File: src/rtl/sfd_pkg.sv
package sfd_pkg;

  localparam int MAX_FRAME_BYTES = 255;

  // frame_format codes
  localparam logic [1:0] FMT_TYPED = 2'd0;
  localparam logic [1:0] FMT_LEN   = 2'd1;
  localparam logic [1:0] FMT_FIXED = 2'd2;

  // configuration register indexes
  localparam logic CFG_FRAME_FORMAT = 1'b0;
  localparam logic CFG_FIXED_LENGTH = 1'b1;

  localparam logic [7:0] FIXED_LENGTH_RESET = 8'd61;
  localparam logic [7:0] FIXED_LENGTH_MIN   = 8'd6;

  localparam logic [7:0] SYNC_A_FIRST  = 8'hA5;
  localparam logic [7:0] SYNC_A_SECOND = 8'h5A;
  localparam logic [7:0] SYNC_B_FIRST  = 8'h55;
  localparam logic [7:0] SYNC_B_SECOND = 8'hAA;
  localparam logic [7:0] TAIL_BYTE     = 8'hBB;

  localparam logic [7:0] LEN_14 = 8'h14;
  localparam logic [7:0] LEN_16 = 8'h16;
  localparam logic [7:0] LEN_13 = 8'h13;
  localparam logic [7:0] TYPE_A1 = 8'hA1;
  localparam logic [7:0] TYPE_A2 = 8'hA2;
  localparam logic [7:0] TYPE_A3 = 8'hA3;
  localparam logic [7:0] TYPE_A6 = 8'hA6;

  typedef enum logic [1:0] {
    PH_HUNT  = 2'd0,
    PH_SYNC1 = 2'd1,
    PH_FRAME = 2'd2
  } phase_t;

  typedef enum logic [1:0] {
    KIND_BYTE    = 2'd0,
    KIND_GOOD    = 2'd1,
    KIND_BAD_SUM = 2'd2,
    KIND_REJECT  = 2'd3
  } kind_t;

  typedef struct packed {
    phase_t     hunt_phase;
    logic [7:0] position_count;
    logic [7:0] running_sum;
    logic [7:0] announced_length;
    logic [7:0] held_type;
  } deframe_state_t;

  typedef struct packed {
    logic       valid;
    kind_t      item_kind;
    logic [7:0] frame_byte;
    logic [7:0] byte_index;
    logic [7:0] frame_type;
    logic       last_of_frame;
  } result_t;

  function automatic logic pair_ok(input logic [7:0] len, input logic [7:0] typ);
    logic match;
    match = (len == LEN_14 && typ == TYPE_A1) || (len == LEN_16 && typ == TYPE_A2) ||
            (len == LEN_14 && typ == TYPE_A3) || (len == LEN_13 && typ == TYPE_A6);
    return match && ({1'b0, len} <= 9'(MAX_FRAME_BYTES - 1));
  endfunction

endpackage

File: src/rtl/sfd_step.sv
module sfd_step import sfd_pkg::*; (
  input  deframe_state_t st,
  input  logic [7:0]     rx_byte,
  input  logic [1:0]     frame_format,
  input  logic [7:0]     fixed_frame_length,
  output deframe_state_t st_nxt,
  output result_t        res
);

  logic [1:0] fmt;
  logic [7:0] sync_first;
  logic [7:0] sync_second;
  logic [7:0] flen;
  logic [7:0] flen_m1;
  logic [7:0] flen_m2;
  logic       advance;
  logic       finish;
  kind_t      end_kind;

  // reserved format code behaves as the typed format
  assign fmt = (frame_format == FMT_LEN)   ? FMT_LEN :
               (frame_format == FMT_FIXED) ? FMT_FIXED : FMT_TYPED;

  assign sync_first  = (fmt == FMT_FIXED) ? SYNC_B_FIRST  : SYNC_A_FIRST;
  assign sync_second = (fmt == FMT_FIXED) ? SYNC_B_SECOND : SYNC_A_SECOND;

  always_comb begin
    if (fixed_frame_length < FIXED_LENGTH_MIN) begin
      flen = FIXED_LENGTH_MIN;
    end else if ({1'b0, fixed_frame_length} > 9'(MAX_FRAME_BYTES)) begin
      flen = 8'(MAX_FRAME_BYTES);
    end else begin
      flen = fixed_frame_length;
    end
  end

  assign flen_m1 = flen - 8'd1;
  assign flen_m2 = flen - 8'd2;

  always_comb begin
    st_nxt            = st;
    advance           = 1'b0;
    finish            = 1'b0;
    end_kind          = KIND_BYTE;
    res.valid         = 1'b0;
    res.item_kind     = KIND_BYTE;
    res.frame_byte    = rx_byte;
    res.byte_index    = st.position_count;
    res.last_of_frame = 1'b0;

    case (st.hunt_phase)
      PH_SYNC1: begin
        if (rx_byte == sync_second) begin
          st_nxt.hunt_phase       = PH_FRAME;
          st_nxt.position_count   = 8'd2;
          st_nxt.running_sum      = (fmt == FMT_TYPED) ? 8'hFF : 8'h00;
          st_nxt.announced_length = 8'd0;
          st_nxt.held_type        = 8'd0;
          res.valid               = 1'b1;
          res.byte_index          = 8'd1;
        end else begin
          st_nxt.hunt_phase = (rx_byte == sync_first) ? PH_SYNC1 : PH_HUNT;
        end
      end
      PH_FRAME: begin
        case (fmt)
          FMT_LEN: begin
            if (st.position_count <= 8'd2) begin
              st_nxt.announced_length = rx_byte;
              if (rx_byte < 8'd2) begin
                finish   = 1'b1;
                end_kind = KIND_BAD_SUM;
              end else if ({1'b0, rx_byte} > 9'(MAX_FRAME_BYTES - 2)) begin
                finish   = 1'b1;
                end_kind = KIND_REJECT;
              end else begin
                advance = 1'b1;
              end
            end else if ({1'b0, st.position_count} >= {1'b0, st.announced_length} + 9'd1) begin
              finish   = 1'b1;
              end_kind = (st.running_sum == rx_byte) ? KIND_GOOD : KIND_BAD_SUM;
            end else begin
              advance = 1'b1;
            end
            if (advance) begin
              st_nxt.running_sum = st.running_sum + rx_byte;
            end
          end
          FMT_FIXED: begin
            if (st.position_count >= flen_m1) begin
              finish   = 1'b1;
              end_kind = (rx_byte != TAIL_BYTE) ? KIND_REJECT :
                         (st.running_sum == 8'd0) ? KIND_GOOD : KIND_BAD_SUM;
            end else begin
              advance = 1'b1;
              // checksum byte cancels the sum when it matches
              if (st.position_count == flen_m2) begin
                st_nxt.running_sum = st.running_sum - rx_byte;
              end else begin
                st_nxt.running_sum = st.running_sum + rx_byte;
              end
            end
          end
          default: begin
            if (st.position_count <= 8'd2) begin
              st_nxt.announced_length = rx_byte;
              advance = 1'b1;
            end else if (st.position_count == 8'd3) begin
              st_nxt.held_type = rx_byte;
              if (!pair_ok(st.announced_length, rx_byte)) begin
                finish   = 1'b1;
                end_kind = KIND_REJECT;
              end else begin
                advance = 1'b1;
              end
            end else if (st.position_count >= st.announced_length) begin
              finish   = 1'b1;
              // a sum of FF can never match
              end_kind = (st.running_sum != 8'hFF && st.running_sum + 8'd1 == rx_byte) ?
                         KIND_GOOD : KIND_BAD_SUM;
            end else begin
              advance = 1'b1;
            end
            if (advance) begin
              st_nxt.running_sum = st.running_sum + rx_byte;
            end
          end
        endcase

        if (finish) begin
          st_nxt.hunt_phase     = PH_HUNT;
          st_nxt.position_count = 8'd0;
          res.valid             = 1'b1;
          res.item_kind         = end_kind;
          res.last_of_frame     = 1'b1;
        end else begin
          st_nxt.position_count = st.position_count + 8'd1;
          res.valid             = 1'b1;
        end
      end
      default: begin
        st_nxt.hunt_phase = (rx_byte == sync_first) ? PH_SYNC1 : PH_HUNT;
      end
    endcase

    res.frame_type = st_nxt.held_type;
  end

endmodule

File: src/rtl/sensor_frame_deframer.sv
// Output: a two-entry stage (output register plus skid register) registers each result.
// Throughput: one byte per cycle while the skid register is empty; in_tready is low while
// it holds an entry. The frame state updates in the accept cycle.
// Reset: synchronous on rst_n low; hunts for sync, format 0, fixed length 61,
// output stage empty.
module sensor_frame_deframer import sfd_pkg::*; (
  input  logic        clk,
  input  logic        rst_n,

  input  logic        in_tvalid,
  output logic        in_tready,
  input  logic [7:0]  in_tdata,   // [7:0] rx_byte

  output logic        out_tvalid,
  input  logic        out_tready,
  output logic [23:0] out_tdata,  // [7:0] frame_byte, [15:8] byte_index, [23:16] frame_type
  output logic [1:0]  out_tuser,  // [1:0] item_kind
  output logic        out_tlast,

  input  logic        cfg_we,
  input  logic        cfg_index,
  input  logic [7:0]  cfg_wdata
);

  deframe_state_t st_r;
  deframe_state_t st_nxt;
  result_t        res;
  logic [1:0]     frame_format_r;
  logic [7:0]     fixed_frame_length_r;

  result_t out_r;
  result_t skid_r;
  logic    out_valid_r;
  logic    skid_valid_r;
  logic    in_accept;
  logic    push;
  logic    pop;

  sfd_step u_step (
    .st                 (st_r),
    .rx_byte            (in_tdata),
    .frame_format       (frame_format_r),
    .fixed_frame_length (fixed_frame_length_r),
    .st_nxt             (st_nxt),
    .res                (res)
  );

  assign in_tready = !skid_valid_r;
  assign in_accept = in_tvalid && in_tready;
  assign push      = in_accept && res.valid;
  assign pop       = out_valid_r && out_tready;

  always_ff @(posedge clk) begin
    if (!rst_n) begin
      st_r                 <= '0;
      frame_format_r       <= FMT_TYPED;
      fixed_frame_length_r <= FIXED_LENGTH_RESET;
    end else if (cfg_we) begin
      // any register write drops the current frame
      st_r.hunt_phase     <= PH_HUNT;
      st_r.position_count <= 8'd0;
      if (cfg_index == CFG_FRAME_FORMAT) begin
        frame_format_r <= cfg_wdata[1:0];
      end else begin
        fixed_frame_length_r <= cfg_wdata;
      end
    end else if (in_accept) begin
      st_r <= st_nxt;
    end
  end

  always_ff @(posedge clk) begin
    if (!rst_n) begin
      out_valid_r  <= 1'b0;
      skid_valid_r <= 1'b0;
    end else if (skid_valid_r) begin
      if (pop) begin
        skid_valid_r <= 1'b0;
      end
    end else if (push) begin
      if (out_valid_r && !pop) begin
        skid_valid_r <= 1'b1;
      end else begin
        out_valid_r <= 1'b1;
      end
    end else if (pop) begin
      out_valid_r <= 1'b0;
    end
  end

  always_ff @(posedge clk) begin
    if (skid_valid_r) begin
      if (pop) begin
        out_r <= skid_r;
      end
    end else if (push) begin
      if (out_valid_r && !pop) begin
        skid_r <= res;
      end else begin
        out_r <= res;
      end
    end
  end

  assign out_tvalid = out_valid_r;
  assign out_tdata  = {out_r.frame_type, out_r.byte_index, out_r.frame_byte};
  assign out_tuser  = out_r.item_kind;
  assign out_tlast  = out_r.last_of_frame;

`ifndef ASSERT_OFF
  a_skid_behind_out: assert property (@(posedge clk) disable iff (!rst_n)
    skid_valid_r |-> out_valid_r)
    else $error("skid entry held while output register empty");

  a_cfg_rehunt: assert property (@(posedge clk) disable iff (!rst_n)
    cfg_we |=> (st_r.hunt_phase == PH_HUNT && st_r.position_count == 8'd0))
    else $error("config write did not return to hunting");

  a_last_is_status: assert property (@(posedge clk) disable iff (!rst_n)
    out_valid_r |-> (out_r.last_of_frame == (out_r.item_kind != KIND_BYTE)))
    else $error("last flag and item kind disagree");

  a_pos_outside_frame: assert property (@(posedge clk) disable iff (!rst_n)
    st_r.hunt_phase != PH_FRAME |-> st_r.position_count == 8'd0)
    else $error("position count nonzero outside a frame");

  a_pos_inside_frame: assert property (@(posedge clk) disable iff (!rst_n)
    st_r.hunt_phase == PH_FRAME |-> st_r.position_count >= 8'd2)
    else $error("position count below two inside a frame");
`endif

endmodule
File: config.mk
export PLATFORM = sky130hd
export DESIGN_NAME = sensor_frame_deframer
export DESIGN_NICKNAME = d
export VERILOG_FILES = /design/src/rtl/sfd_pkg.sv /design/src/rtl/sfd_step.sv /design/src/rtl/sensor_frame_deframer.sv
export SDC_FILE = /design/constraint.sdc
export NUM_CORES = 1
export LEC_CHECK = 0
export BUFFER_PORTS_ARGS = -buffer_cell sky130_fd_sc_hd__buf_2
export CAP_MARGIN = 20
export CORE_MARGIN = 10
export CORE_UTILIZATION = 45
export DETAILED_ROUTE_END_ITERATION = 6
export SYNTH_ARGS = -nofsm -noshare
export SYNTH_HDL_FRONTEND = slang
export SYNTH_SLANG_ARGS = --single-unit
File: constraint.sdc
create_clock -name clk -period 4.53 [get_ports clk]
set_input_delay 0.453 -clock clk [delete_from_list [all_inputs] [get_ports clk]]
set_output_delay 0.453 -clock clk [all_outputs]
set_load 0.05 [all_outputs]
==> PnR_summary.wiki <==
{| class="wikitable"
! Metric !! Value
|-
| Slew at the pin closest to its max-slew limit || 881 ps
|-
| Power Dens Cells || 262 mW/mm²
|-
| Hold WC Path Type || input port to flop
|-
| Detailed-route wire length per cell || 18.8 µm
|-
| Highest achievable clock rate || 264 MHz
|-
| Gate count of the mapped netlist || 667
|-
| Layout-stage area growth over the synthesis result || 10.2%
|-
| Cells along the critical path || nor3_1 -> nand2_1 -> nor3_1 -> xnor2_1 -> ha_1 -> a21o_1 -> a211oi_1 -> o21ai_0 -> o211ai_1 -> o21ai_0 -> a211oi_4 -> mux2_2 -> o21ai_1
|-
| 1st-pass router iterations || 6
|-
| Largest area contributor in the netlist || sky130_fd_sc_hd__edfxtp_1
|-
| XOR/XNOR share of the synthesized area || 0.0401
|-
| Max-slew headroom at the worst pin || 0.412
|-
| # DRC || 0
|-
| Buf/Inv on CP || 0
|-
| Overall track demand over capacity in global routing || 0.169
|-
| Fraction of registers with async set/reset || 0
|-
| Synth Area in Adders || 0.103
|-
| Most numerous cell in the Yosys netlist || sky130_fd_sc_hd__nand2_1
|-
| Share of synthesized cell area in and, or, nand and nor gates || 0.165
|-
| Synthesized cell area || 0.00634 mm²
|-
| Number of hold violations in the final report || 0
|-
| Number of buffers inserted during clock tree synthesis || 9
|-
| Number of nets in the layout || 772
|-
| Mux contribution to synthesized area || 0.0657
|-
| Min-delay src || cfg_wdata[2]
|-
| Critical path type || flop to flop
|-
| Top FF cell, synth || sky130_fd_sc_hd__edfxtp_1
|-
| Half-perimeter wire length after detailed placement || 12200 µm
|-
| Average cell area after synthesis || 9.50 µm²
|-
| Max H-tree Level || 3
|-
| Final total negative setup slack || 0 ps
|-
| Crit start category || flop
|-
| WHS Path Cells || 3
|-
| Compound-cell area share of the yosys netlist || 0.175
|-
| Hold buffer count at CTS || 0
|-
| Floorplan die width || 139 µm
|-
| Residual antenna-violating net count after detailed routing || 0
|-
| Count of clock tree sinks || 100
|-
| Top cells by area in the synthesized netlist || sky130_fd_sc_hd__edfxtp_1, sky130_fd_sc_hd__dfxtp_1, sky130_fd_sc_hd__ha_1
|-
| Chip Height || 139 µm
|-
| Clock skew after layout || 7.90 ps
|-
| Starting DRC count in detailed routing || 456
|-
| Port Buffer Count || 50
|-
| Top cell family by delay on the critical path || compound AO/OA/AOI/OAI gates
|-
| Clock insertion delay at the later pin of the skew report || 360 ps
|-
| Max Root-Sink Buffers || 2
|-
| Antenna violations before repair || 0
|-
| Post-Synthesis Net Count || 740
|-
| Slowest library cell on the worst path || sky130_fd_sc_hd__a211oi_4
|-
| Fraction of final layout cells with drive strength greater than 1 || 0.153
|-
| Number of enable-type register cells in the synthesized netlist || 54
|-
| Post-CTS clock slew at the launch and capture registers of the worst setup and hold paths || 70 ps
|-
| IR drop worst, VDD || 0.000173 V
|-
| Most instantiated cells after synthesis || sky130_fd_sc_hd__nand2_1, sky130_fd_sc_hd__edfxtp_1, sky130_fd_sc_hd__a21oi_1, sky130_fd_sc_hd__ha_1
|-
| Distinct cell type count after synthesis || 72
|-
| #FFs+latches synth || 100
|-
| Slowest cell delay on critical path || 480 ps
|-
| Outcome || complete, no violations
|-
| Synth top area share || 0.256
|-
| Overflow left after global routing || 0
|-
| Via Count || 5161
|-
| Worst reg-to-reg setup slack || 740 ps
|-
| Worst Setup End Kind || flop
|-
| Depth of the most critical reg-to-reg path || 13
|-
| Number of instances resized during post-cts repair || 0
|-
| Critical-path maximum fanout || 10
|-
| Vias in the first global route || 4943
|-
| Storage cell area || 0.00254 mm²
|-
| Buffer type at the clock tree root || sky130_fd_sc_hd__clkbuf_16
|-
| Final period util || 0.836
|-
| Crit path required time || 4820 ps
|-
| Global-route wire length before repair || 26600 µm
|-
| Final weighted congestion of routability-driven global placement || 0.889
|-
| Placeable core region || 0.0138 mm²
|-
| Count of pins over their slew limit || 0
|-
| Setup-violating endpoint count in the final report || 0
|-
| CTS tree || done
|-
| Total setup buffers inserted after CTS || 0
|-
| Final core utilization || 0.505
|-
| Largest family of logic cells by synthesized area || compound AO/OA/AOI/OAI gates
|-
| Number of diodes added for antenna fixing || 0
|-
| Number of placement rows || 43
|-
| RSZ-0062 raised after global routing || no
|-
| Wire length reported by the detailed router || 16600 µm
|-
| Source of the worst register-to-register timing path || fixed_frame_length_r[1]
|-
| Worst hold endpoint || fixed_frame_length_r[2]
|-
| Critical register-to-register path endpoint || st_r[18]
|-
| Share of synthesized area occupied by flip-flops and latches || 0.401
|-
| Static Leak || 2.78 nW
|-
| Pin count of the biggest net entering global routing || 28
|-
| Number of warning messages in the yosys log || 0
|-
| Count of filler cells inserted in the layout || 1283
|-
| Reported max-cap violation count || 0
|-
| Worst endpoint data arrival time || 4080 ps
|-
| Count of boundary I/O pins || 51
|-
| Die Outline Area || 0.0192 mm²
|-
| Initial core utilization || 0.458
|-
| Minimum clock period || 3790 ps
|-
| Vias per cell || 5.84
|-
| Multi-input gate area || 0.00349 mm²
|}
## cell type report
type | instances | share of cell area
clock buffer | 10 | 0.0342
clock inverter | 6 | 0.00698
inverter | 46 | 0.0247
multi-input combinational | 489 | 0.499
sequential | 100 | 0.364
tap | 180 | 0.0322
timing repair buffer | 53 | 0.0390
## state kept, by name, summed over array words and instances (netlist names)
signal,cells
out_tdata,24
out_tvalid,1
skid_r,27
fixed_frame_length_r,8
st_r,34
out_tlast,1
out_tuser,2
skid_valid_r,1
frame_format_r,2
## through the flow
stage	power (mW)	cell area (µm²)	setup slack, ps	cells	hold slack, ps
3_5_place_dp	1.10	6700	817	868	468
4_1_cts	1.84	6990	781	884	296
6_report	1.83	6990	741	884	303
3_3_place_gp	1.09	6700	934	868	468
5_1_grt	1.90	6990	459	884	295
2_1_floorplan	1.06	6340	894	667	441
## how the worst max path moves through the flow
stage / from / cells after the start / to
after floorplan: in_tdata[5] / 7 / out_tdata[0]
after global placement: fixed_frame_length_r[1] / 13 / st_r[20]
after detailed placement: fixed_frame_length_r[1] / 13 / st_r[23]
after CTS: fixed_frame_length_r[1] / 13 / st_r[23]
after global routing: fixed_frame_length_r[1] / 13 / st_r[18]
final: fixed_frame_length_r[1] / 13 / st_r[18]
## metal layers
layer | GRT usage | vias up | wire length (µm)
li1 | - | 2499 | -
met1 | 0.217 | 2505 | 7580
met2 | 0.275 | 134 | 8030
met3 | 0.0360 | 23 | 710
met4 | 0.0560 | 0 | 316
met5 | 0 | - | 0
## power breakdown
| group | switching (mW) | internal (mW) |
|---|---|---|
| Sequential | 0.00897 | 0.952 |
| Clock | 0.359 | 0.393 |
| Combinational | 0.0774 | 0.0402 |
## kinds of logic (layout without fill, tap and decap cells)
| kind of cell | after synthesis | after routing |
|---|---|---|
| and+or+nand+nor | 202 | 202 |
| AOI/OAI and AO/OA | 169 | 169 |
| DFF | 100 | 100 |
| buffers and inverters | 78 | 115 |
| adders and majority gates | 51 | 51 |
| muxes | 38 | 38 |
| xor gates and xnor gates | 29 | 29 |
## tightest hold or removal path: stages
cell and delay, ps:
sky130_fd_sc_hd__buf_2 70, sky130_fd_sc_hd__nand2_1 40, sky130_fd_sc_hd__nand3_1 60
## cell usage in the layout (no fill, tap or decap), types with 11 or more instances in the layout
cell and n:
sky130_fd_sc_hd__a21oi_1 50, sky130_fd_sc_hd__nand3_1 29, sky130_fd_sc_hd__dfxtp_1 46, sky130_fd_sc_hd__mux2i_1 12, sky130_fd_sc_hd__nor2_1 36, sky130_fd_sc_hd__buf_2 50, sky130_fd_sc_hd__edfxtp_1 54, sky130_fd_sc_hd__o21ai_0 31
sky130_fd_sc_hd__nor3_1 11, sky130_fd_sc_hd__ha_1 49, sky130_fd_sc_hd__nand2_1 62, sky130_fd_sc_hd__mux2_2 25, sky130_fd_sc_hd__xnor2_1 19, sky130_fd_sc_hd__inv_1 46
(Power assumes the default switching activity.)
